### src/sv/kft_pkg.sv
// ----------------------------------------------------------------------------
// kft_pkg
// Shared types and constants for the keyed flag table.
// ----------------------------------------------------------------------------
package kft_pkg;

  localparam int KFT_TABLE_DEPTH = 64;
  localparam int KFT_COUNT_W     = 7;

  typedef enum logic [1:0] {
    OP_SET       = 2'd0,
    OP_CLEAR     = 2'd1,
    OP_CLEAR_ALL = 2'd2,
    OP_QUERY     = 2'd3
  } op_t;

  typedef struct packed {
    logic [1:0]  req_type;
    logic [31:0] key_id;
    logic [31:0] flag_mask;
  } req_item_t;

  typedef struct packed {
    logic                   match_all;
    logic                   add_dropped;
    logic [KFT_COUNT_W-1:0] live_count;
  } rsp_item_t;

  typedef struct packed {
    op_t         op;
    logic        search;
    logic [31:0] key;
    logic [31:0] flags;
  } cmd_t;

  typedef struct packed {
    logic [31:0] key;
    logic [31:0] mask;
  } entry_t;

endpackage

### src/sv/keyed_flag_table.sv
// ----------------------------------------------------------------------------
// keyed_flag_table
// Key/flag-mask table with linear search, set, clear with swap-delete,
// clear-all and query.
//
//   channel  direction  handshake              payload
//   req      in         req_valid / req_ready  kft_pkg::req_item_t
//   rsp      out        rsp_valid / rsp_ready  kft_pkg::rsp_item_t
//
// A request taken by the queue is registered there before the engine sees
// it. One request at a time in the engine: clear-all completes in the idle
// state, a search scans the entries one RAM read per cycle, a miss then
// passes through the miss state, and a delete that moves the last entry
// passes through the fetch-last and move states. A two-entry queue takes
// requests while the engine works or a response stalls. Synchronous reset empties the table.
// ----------------------------------------------------------------------------
module keyed_flag_table #(
  parameter int TABLE_DEPTH = kft_pkg::KFT_TABLE_DEPTH
) (
  input  logic               clk,
  input  logic               rst,
  input  logic               req_valid,
  output logic               req_ready,
  input  kft_pkg::req_item_t req,
  output logic               rsp_valid,
  input  logic               rsp_ready,
  output kft_pkg::rsp_item_t rsp
);
  import kft_pkg::*;

  logic cmd_valid;
  logic cmd_ready;
  cmd_t cmd;

  kft_front u_front (
    .clk      (clk),
    .rst      (rst),
    .req_valid(req_valid),
    .req_ready(req_ready),
    .req      (req),
    .cmd_valid(cmd_valid),
    .cmd_ready(cmd_ready),
    .cmd      (cmd)
  );

  kft_back #(
    .TABLE_DEPTH(TABLE_DEPTH)
  ) u_back (
    .clk      (clk),
    .rst      (rst),
    .cmd_valid(cmd_valid),
    .cmd_ready(cmd_ready),
    .cmd      (cmd),
    .rsp_valid(rsp_valid),
    .rsp_ready(rsp_ready),
    .rsp      (rsp)
  );

endmodule

### src/sv/kft_ram.sv
// ----------------------------------------------------------------------------
// kft_ram
// Generic single-write, single-read RAM with registered read data.
// ----------------------------------------------------------------------------
module kft_ram #(
  parameter int Width = 64,
  parameter int Depth = 64,
  parameter int AddrW = (Depth > 1) ? $clog2(Depth) : 1
) (
  input  logic             clk,
  input  logic             wr_en,
  input  logic [AddrW-1:0] wr_addr,
  input  logic [Width-1:0] wr_data,
  input  logic [AddrW-1:0] rd_addr,
  output logic [Width-1:0] rd_data
);

  logic [Width-1:0] mem [Depth];

  always_ff @(posedge clk) begin
    if (wr_en) begin
      mem[wr_addr] <= wr_data;
    end
    rd_data <= mem[rd_addr];
  end

endmodule

### src/sv/kft_front.sv
// ----------------------------------------------------------------------------
// kft_front
// Accepts requests, decodes them into commands and holds them in a
// two-entry queue ahead of the table engine.
// ----------------------------------------------------------------------------
module kft_front (
  input  logic               clk,
  input  logic               rst,
  input  logic               req_valid,
  output logic               req_ready,
  input  kft_pkg::req_item_t req,
  output logic               cmd_valid,
  input  logic               cmd_ready,
  output kft_pkg::cmd_t      cmd
);
  import kft_pkg::*;

  cmd_t       q [2];
  logic       wptr;
  logic       rptr;
  logic [1:0] fill;
  cmd_t       decoded;
  logic       push;
  logic       pop;

  always_comb begin
    decoded.op     = op_t'(req.req_type);
    decoded.search = (op_t'(req.req_type) != OP_CLEAR_ALL);
    decoded.key    = req.key_id;
    decoded.flags  = req.flag_mask;
  end

  assign req_ready = (fill != 2'd2);
  assign cmd_valid = (fill != 2'd0);
  assign cmd       = q[rptr];
  assign push      = req_valid && req_ready;
  assign pop       = cmd_valid && cmd_ready;

  always_ff @(posedge clk) begin
    if (push) begin
      q[wptr] <= decoded;
    end
    if (rst) begin
      wptr <= 1'b0;
      rptr <= 1'b0;
      fill <= 2'd0;
    end else begin
      if (push) begin
        wptr <= ~wptr;
      end
      if (pop) begin
        rptr <= ~rptr;
      end
      unique case ({push, pop})
        2'b10:   fill <= fill + 2'd1;
        2'b01:   fill <= fill - 2'd1;
        default: fill <= fill;
      endcase
    end
  end

endmodule

### src/sv/kft_back.sv
// ----------------------------------------------------------------------------
// kft_back
// Table engine: linear key search over the entry RAM, flag update,
// append, swap-delete, clear-all and query, with a registered response.
// ----------------------------------------------------------------------------
module kft_back #(
  parameter int TABLE_DEPTH = kft_pkg::KFT_TABLE_DEPTH
) (
  input  logic               clk,
  input  logic               rst,
  input  logic               cmd_valid,
  output logic               cmd_ready,
  input  kft_pkg::cmd_t      cmd,
  output logic               rsp_valid,
  input  logic               rsp_ready,
  output kft_pkg::rsp_item_t rsp
);
  import kft_pkg::*;

  localparam int AW = (TABLE_DEPTH > 1) ? $clog2(TABLE_DEPTH) : 1;
  localparam int CW = $clog2(TABLE_DEPTH + 1);

  typedef enum logic [2:0] {
    ST_IDLE,
    ST_SEARCH,
    ST_MISS,
    ST_FETCH_LAST,
    ST_MOVE
  } state_t;

  state_t      state;
  logic [AW-1:0] idx;
  logic [CW-1:0] count;
  op_t         op;
  logic [31:0] key;
  logic [31:0] flags;

  logic          ram_we;
  logic [AW-1:0] ram_waddr;
  entry_t        ram_wdata;
  logic [AW-1:0] ram_raddr;
  logic [63:0]   ram_rdata;
  entry_t        rd_entry;

  logic [CW-1:0] idx_ext;
  logic [CW-1:0] idx_inc;
  logic [CW-1:0] last_idx;
  logic          hit;
  logic [31:0]   cleared;
  logic          room;
  logic          out_free;
  logic          rsp_load;
  rsp_item_t     rsp_next;

  kft_ram #(
    .Width($bits(entry_t)),
    .Depth(TABLE_DEPTH)
  ) u_ram (
    .clk    (clk),
    .wr_en  (ram_we),
    .wr_addr(ram_waddr),
    .wr_data(ram_wdata),
    .rd_addr(ram_raddr),
    .rd_data(ram_rdata)
  );

  assign rd_entry  = entry_t'(ram_rdata);
  assign idx_ext   = CW'(idx);
  assign idx_inc   = idx_ext + CW'(1);
  assign last_idx  = count - CW'(1);
  assign hit       = (rd_entry.key == key);
  assign cleared   = rd_entry.mask & ~flags;
  assign room      = (count < CW'(TABLE_DEPTH));
  assign out_free  = !rsp_valid || rsp_ready;
  assign cmd_ready = (state == ST_IDLE) && out_free;

  always_comb begin
    ram_we    = 1'b0;
    ram_waddr = idx;
    ram_wdata = '{key: key, mask: flags};
    ram_raddr = AW'(idx_inc);
    unique case (state)
      ST_IDLE: begin
        ram_raddr = '0;
      end
      ST_SEARCH: begin
        if (hit && op == OP_SET) begin
          ram_we    = 1'b1;
          ram_wdata = '{key: rd_entry.key, mask: rd_entry.mask | flags};
        end else if (hit && op == OP_CLEAR && cleared != 32'd0) begin
          ram_we    = 1'b1;
          ram_wdata = '{key: rd_entry.key, mask: cleared};
        end
      end
      ST_MISS: begin
        ram_waddr = AW'(count);
        ram_we    = (op == OP_SET) && room;
      end
      ST_FETCH_LAST: begin
        ram_raddr = AW'(last_idx);
      end
      ST_MOVE: begin
        ram_we    = 1'b1;
        ram_wdata = rd_entry;
      end
      default: begin
        ram_we = 1'b0;
      end
    endcase
  end

  always_comb begin
    rsp_load = 1'b0;
    rsp_next = '{match_all: 1'b0, add_dropped: 1'b0, live_count: KFT_COUNT_W'(count)};
    unique case (state)
      ST_IDLE: begin
        if (cmd_valid && out_free && !cmd.search) begin
          rsp_load            = 1'b1;
          rsp_next.live_count = '0;
        end
      end
      ST_SEARCH: begin
        if (hit) begin
          unique case (op)
            OP_QUERY: begin
              rsp_load           = 1'b1;
              rsp_next.match_all = ((rd_entry.mask & flags) == flags);
            end
            OP_CLEAR: begin
              if (cleared != 32'd0) begin
                rsp_load = 1'b1;
              end else if (idx_ext == last_idx) begin
                rsp_load            = 1'b1;
                rsp_next.live_count = KFT_COUNT_W'(last_idx);
              end
            end
            default: begin
              rsp_load = 1'b1;
            end
          endcase
        end
      end
      ST_MISS: begin
        rsp_load = 1'b1;
        if (op == OP_SET) begin
          if (room) begin
            rsp_next.live_count = KFT_COUNT_W'(count + CW'(1));
          end else begin
            rsp_next.add_dropped = 1'b1;
          end
        end
      end
      ST_MOVE: begin
        rsp_load            = 1'b1;
        rsp_next.live_count = KFT_COUNT_W'(last_idx);
      end
      default: begin
        rsp_load = 1'b0;
      end
    endcase
  end

  always_ff @(posedge clk) begin
    if (rst) begin
      state     <= ST_IDLE;
      count     <= '0;
      rsp_valid <= 1'b0;
    end else begin
      if (rsp_load) begin
        rsp_valid <= 1'b1;
        rsp       <= rsp_next;
      end else if (rsp_valid && rsp_ready) begin
        rsp_valid <= 1'b0;
      end
      unique case (state)
        ST_IDLE: begin
          if (cmd_valid && out_free) begin
            op    <= cmd.op;
            key   <= cmd.key;
            flags <= cmd.flags;
            idx   <= '0;
            if (!cmd.search) begin
              count <= '0;
            end else if (count == '0) begin
              state <= ST_MISS;
            end else begin
              state <= ST_SEARCH;
            end
          end
        end
        ST_SEARCH: begin
          if (hit) begin
            if (op == OP_CLEAR && cleared == 32'd0) begin
              if (idx_ext == last_idx) begin
                state <= ST_IDLE;
                count <= last_idx;
              end else begin
                state <= ST_FETCH_LAST;
              end
            end else begin
              state <= ST_IDLE;
            end
          end else if (idx_inc == count) begin
            state <= ST_MISS;
          end else begin
            idx <= AW'(idx_inc);
          end
        end
        ST_MISS: begin
          state <= ST_IDLE;
          if (op == OP_SET && room) begin
            count <= count + CW'(1);
          end
        end
        ST_FETCH_LAST: begin
          state <= ST_MOVE;
        end
        ST_MOVE: begin
          state <= ST_IDLE;
          count <= last_idx;
        end
        default: begin
          state <= ST_IDLE;
        end
      endcase
    end
  end

endmodule

### config.mk
export PLATFORM = sky130hd
export DESIGN_NAME = keyed_flag_table
export DESIGN_NICKNAME = d
export VERILOG_FILES = /design/src/sv/kft_pkg.sv /design/src/sv/keyed_flag_table.sv /design/src/sv/kft_ram.sv /design/src/sv/kft_front.sv /design/src/sv/kft_back.sv
export SDC_FILE = /design/constraint.sdc
export NUM_CORES = 2
export LEC_CHECK = 0
export BUFFER_PORTS_ARGS = -buffer_cell sky130_fd_sc_hd__buf_4
export CAP_MARGIN = 20
export CORE_MARGIN = 2
export CORE_UTILIZATION = 35
export DETAILED_ROUTE_END_ITERATION = 10
export RECOVER_POWER = 50
export SYNTH_ARGS = -nofsm -noshare
export SYNTH_HDL_FRONTEND = slang
export SYNTH_MEMORY_MAX_BITS = 65536
export SYNTH_SLANG_ARGS = --single-unit
export TNS_END_PERCENT = 30
### constraint.sdc
create_clock -name clk -period 6.69 [get_ports clk]
set_input_delay 0.669 -clock clk [delete_from_list [all_inputs] [get_ports clk]]
set_output_delay 0.669 -clock clk [all_outputs]
set_load 0.005 [all_outputs]
After elaboration in Yosys (flattened, before gate mapping)
Memories as Yosys holds them, arrays and structs flattened. A register that Yosys moved wholly into a read port is not among the register bits.
Cells that the tools add are included.
- flip-flop bits (word level): 96
- bits in writable memories: 4230
- output and inout port bits: 11
- memories kept: 2
- add/subtract/negate cells: 5
- $lt $le $gt $ge: 1
- equal/unequal tests: 23
- multiplexer cells: 50
- bitwise operators: 7
- reductions and logical operators: 32
- memories (name ; words ; width ; rd ports ; clocked after memory_dff ; wr ports ; line ; source):
    u_back.u_ram.mem ; 64 ; 64 ; 1 ; 1 ; 1 ; kft_ram.sv:18 ; logic [Width-1:0] mem [Depth];
    u_front.q ; 2 ; 67 ; 1 ; 1 ; 1 ; kft_front.sv:18 ; cmd_t q [2];
- operator list (operator ; number):
    $mux W64 ; 2
    $pmux W64 S2 ; 1
    $mux W7 ; 12
    $and A32 B32 Y32 ; 2
    $eq A32 B32 Y1 ; 2
    $pmux W7 S4 ; 2
    $logic_not A32 Y1 ; 1
    $not A32 Y32 ; 1
    $or A32 B32 Y32 ; 1
    $reduce_bool A32 Y1 ; 1
    $mux W6 ; 4
    $pmux W6 S2 ; 2
    $mux W1 ; 16
    $mux W3 ; 4
    $ne A2 B2 Y1 const B ; 6
    $logic_and A1 B1 Y1 ; 11
    $pmux W3 S3 ; 1
    $reduce_and A3 Y1 ; 3
    $ne A2 B1 Y1 const B ; 4
    $reduce_bool A2 Y1 ; 4
    $add A6 B1 Y7 const B ; 1
    $add A7 B1 Y7 const B ; 1
    $eq A6 B7 Y1 ; 1
    $eq A7 B7 Y1 ; 1
    other kinds (24) ; 34

Logic depth before layout (Yosys ltp)
- depth in word-level cells: 9
- gate-level depth with buffers: 15
- gate-level depth less buffers: 9

Hierarchy
From an unflattened synthesis, not the netlist that was laid out.
- cell total of the unflattened synthesis: 7424
- area total of the unflattened synthesis: 167287.9 sq um
- by module, submodules not included (module ; instances ; cells an instance ; area each (sq um)):
    kft_ram ; 1 ; 6598 ; 156331.2
    kft_back ; 1 ; 593 ; 5906.9
    kft_front ; 1 ; 233 ; 5049.8

Worst setup path before layout
No wires, ideal clock.
- path type: register to register
- start point: register u_back.key[7]
- end point: memory u_back.u_ram.mem[48][0], enable pin
- arrival: 4.867 ns
- data required time: 6.203 ns
- slack: 1.336 ns
- cell stages (with the launch flop): 9
- period minus slack after synthesis: 5.354 ns
- cells stage by stage: edfxtp_1 -> xor2_1 -> nor4_1 -> nand4_1 -> or3_1 -> clkbuf_1 -> a211oi_2 -> o211ai_1 -> nor2_1
- cells in the longest elaborated chain, start to end: 8
- elaborated cells between the ends (all ways): 9
- ends and longest elaborated chain (what ; line ; source):
    start, declared ; kft_back.sv:35 ; logic [31:0] key;
    start signal, assigned ; kft_back.sv:179 ; key <= cmd.key;
    $eq A32 B32 Y1 * ; kft_back.sv:71 ; assign hit = (rd_entry.key == key);
    $logic_and A1 B1 Y1 (2 in a row) ; kft_back.sv:90 ; end else if (hit && op == OP_CLEAR && cleared != 32'd0) begin
    $mux W1 ; kft_back.sv:90 ;
    $mux W1 * ; kft_back.sv:87 ; if (hit && op == OP_SET) begin
    $pmux W1 S3 * ; kft_back.sv:82 ; unique case (state)
    $mux W1 * ; kft_ram.sv:21 ; if (wr_en) begin
    $mux W1 (implied by the code) * ; kft_ram.sv:22 ; mem[wr_addr] <= wr_data;
    end, declared ; kft_ram.sv:18 ;
Every way passes the cells marked *; elsewhere a longest branch is shown, timed or not.

Worst setup path in the final report
- start point: register u_back.key[1]
- end point: memory u_back.u_ram.mem[50][6], enable pin
Same word-level chain as after synthesis.

==> results.md <==
- First-pass detailed-route iteration total: 6
- Clk_lat worst skew: 1.05 ns
- Total GRT Usage: 0.204
- Mapped Area: 170000 µm²
- DR WL/cell: 29.4 µm
- Routability cong.: 0.837
- Filler cells: 43.7k
- Post-cts sizing count: 0
- Hold crit path type: input port to flop
- Avg Inst Size Synth: 16.1 µm²
- CP startpoint kind: flop
- Core area: 485000 µm²
- Post-synth top area cell: edfxtp_1
- Area Overhead vs Synth: 15.1%
- Worst Path Max Fanout: 64
- Top FF cell, synth: edfxtp_1
- Post-DP HPWL: 290000 µm
- Worst hold path startpoint: req_valid
- Vias: 102k
- Final min period: 5.79 ns
- Nets: 10.9k
- Setup TNS: 0 ns
- Syn Inst Count: 10.6k
- Maximum vdd drop: 273 µV
- CTS root buffer: clkbuf_16
- Global-route wire length before repair: 728000 µm
- I/O Pins: 81
- FF+latch count, synth: 4391
- Status: complete, but fails checks
- WP data required: 7.21 ns
- EDFF count, synth: 4311
- H-tree depth: 5
- Site Rows: 256
- CP startpoint: u_back.key[1]
- Max Slew Vio Count: 728
- CTS tree: done
- Remaining routing DRC violations: 0
- Post-route antenna net violation count: 0
- Clock Skew: 0.122 ns
- Clock Path Buffers: 4
- Die Width: 702 µm
- GR Overflow Total: 0
- Post-synth top area share: 0.760
- Die area: 492000 µm²
- Initial antenna violation count: 15
- TritonCTS Buffers: 435
- Vias in the first global route: 96.5k
- Commonest non-fill, non-tap cells in the layout: edfxtp_1, nand2_1, a21oi_1
- Synth area leaders: edfxtp_1, a21oi_1, nand2_1, mux4_2, a22oi_1
- CP Class: flop to flop
- Initial Util: 0.351
- Final hold vios: 0
- Largest net degree at the start of global routing: 120
- Unique cell type count in the Yosys netlist: 70
- RSZ-0062 raised after global routing: false
- Synth Warn #: 0
- Number of port buffers: 80
- Ys async rst share: 0
- # Max-Cap Violations: 21
- Fmax: 173 MHz
- Share of layout cells above drive strength 1: 0.132
- DRT iter0 DRCs: 13.8k
- Final setup fails: 0
- Reg2reg start: u_back.key[1]
- Slew at the pin closest to its max-slew limit: 3.00 ns
- Worst slew margin: -0.998
- Clock sinks: 4391
- Worst Setup End Kind: flop
- Post-Syn Nets: 10.6k
- Leakage power: 0.0636 µW
- Pwr Density: 357 nW/µm²
- Period utilization: 0.866
- Worst-path clk slew: 0.06 ns
- Violated checks: max-capacitance violations, max-slew violations
- Chip Height: 702 µm
- CP arrival: 6.32 ns
- Seq/Total Area, Yosys: 0.769
- WHS: 0.101 ns
- Vias per cell: 5.77
- Most common library cell in the layout ignoring fill and taps: edfxtp_1
- Total wire length: 520000 µm
## cell families after synthesis
| family | count (synthesis) | synth area share |
|---|---|---|
| adders and majority gates | 6 | 0.000441 |
| DFF | 4391 | 0.769 |
| AOI/OAI and AO/OA | 2740 | 0.106 |
| and+or+nand+nor | 1929 | 0.0464 |
| xor gates and xnor gates | 57 | 0.00293 |
| muxes | 618 | 0.0559 |
| buffers and inverters | 812 | 0.0190 |
## layout make-up
| class | instances | area (µm²) | share of cell area |
|---|---|---|---|
| clock buffers | 575 | 11700 | 0.0597 |
| diodes | 7 | 17.5 | 0.0000894 |
| clock inverters | 231 | 2370 | 0.0121 |
| inverters | 38 | 143 | 0.000728 |
| well taps | 6450 | 8070 | 0.0412 |
| multi-input cells | 5350 | 36500 | 0.186 |
| repair buffers | 631 | 6110 | 0.0312 |
| flip-flops and latches | 4391 | 131000 | 0.669 |
## sequential cells by signal (all words and copies together), names as in the netlist, 2 cells and up, named ones only
name / cells
u_back.idx: 6
u_back.flags: 32
u_front.fill: 2
u_back.u_ram.mem: 4096
u_back.state: 3
u_back.key: 32
u_back.count: 7
u_back.op: 2
u_back.rsp: 9
u_front.q: 134
u_back.u_ram.rd_data: 64
## metrics by stage
| step | std cells | power (µW) | utilization | instance area, µm² | worst slack (ns) |
|---|---|---|---|---|---|
| global placement | 16800 | 46200 | 0.374 | 181000 | 1.63 |
| CTS | 17600 | 70200 | 0.404 | 196000 | 1.64 |
| global route | 17700 | 72200 | 0.404 | 196000 | 0.813 |
| finish | 17700 | 70000 | 0.404 | 196000 | 0.898 |
| detailed placement | 16800 | 46300 | 0.374 | 182000 | 1.65 |
| floorplan | 10600 | 40700 | - | 170000 | 1.34 |
## worst max-delay path: stages (launching register included)
cell and delay [ns]:
edfxtp_1 0.41, xor2_1 0.25, nor4_1 0.56, nand4_1 0.39, or3_1 0.59, a211oi_1 0.99
o211ai_1 0.22, buf_4 0.23, nor2_4 0.10, clkbuf_4 1.47
## timing repair
action / 4_1_cts / 5_1_grt
hold endpoints to repair: 144 / 0
hold buffers: 67 / 0
buffers inserted: 0 / 0
## final timing paths
path,to,slack (ns),cells past startpoint
worst max-delay path,u_back.u_ram.mem[50][6],0.90,9
worst min-delay path,u_front.wptr,0.10,4
worst max register to register,u_back.u_ram.mem[50][6],0.90,9
worst min register to register,u_front.fill[1],0.50,2
## routing by layer
metal	track usage	vias up	wire length, µm
li1	-	42600	-
met1	0.282	53000	208000
met2	0.322	5530	241000
met3	0.0360	908	50100
met4	0.0767	6	21100
met5	0	-	41
## cell usage after synthesis (all sizes together), types with 80 or more instances
library cell,instances
dfxtp,80
mux2i,261
a2111oi,265
a22o,96
mux4,256
a22oi,580
mux2,101
a221oi,261
buf,183
edfxtp,4311
a21oi,1357
nand2,1570
nor2,104
clkbuf,591
## where the power goes
| part | switching [µW] | internal (µW) | total (µW) | leakage [µW] |
|---|---|---|---|---|
| Clock | 10700 | 13500 | 24200 | 0.00682 |
| Combinational | 9150 | 3890 | 13000 | 0.0173 |
| Sequential | 504 | 32300 | 32800 | 0.0395 |
No activity file was read; power rests on OpenSTA's default activity.
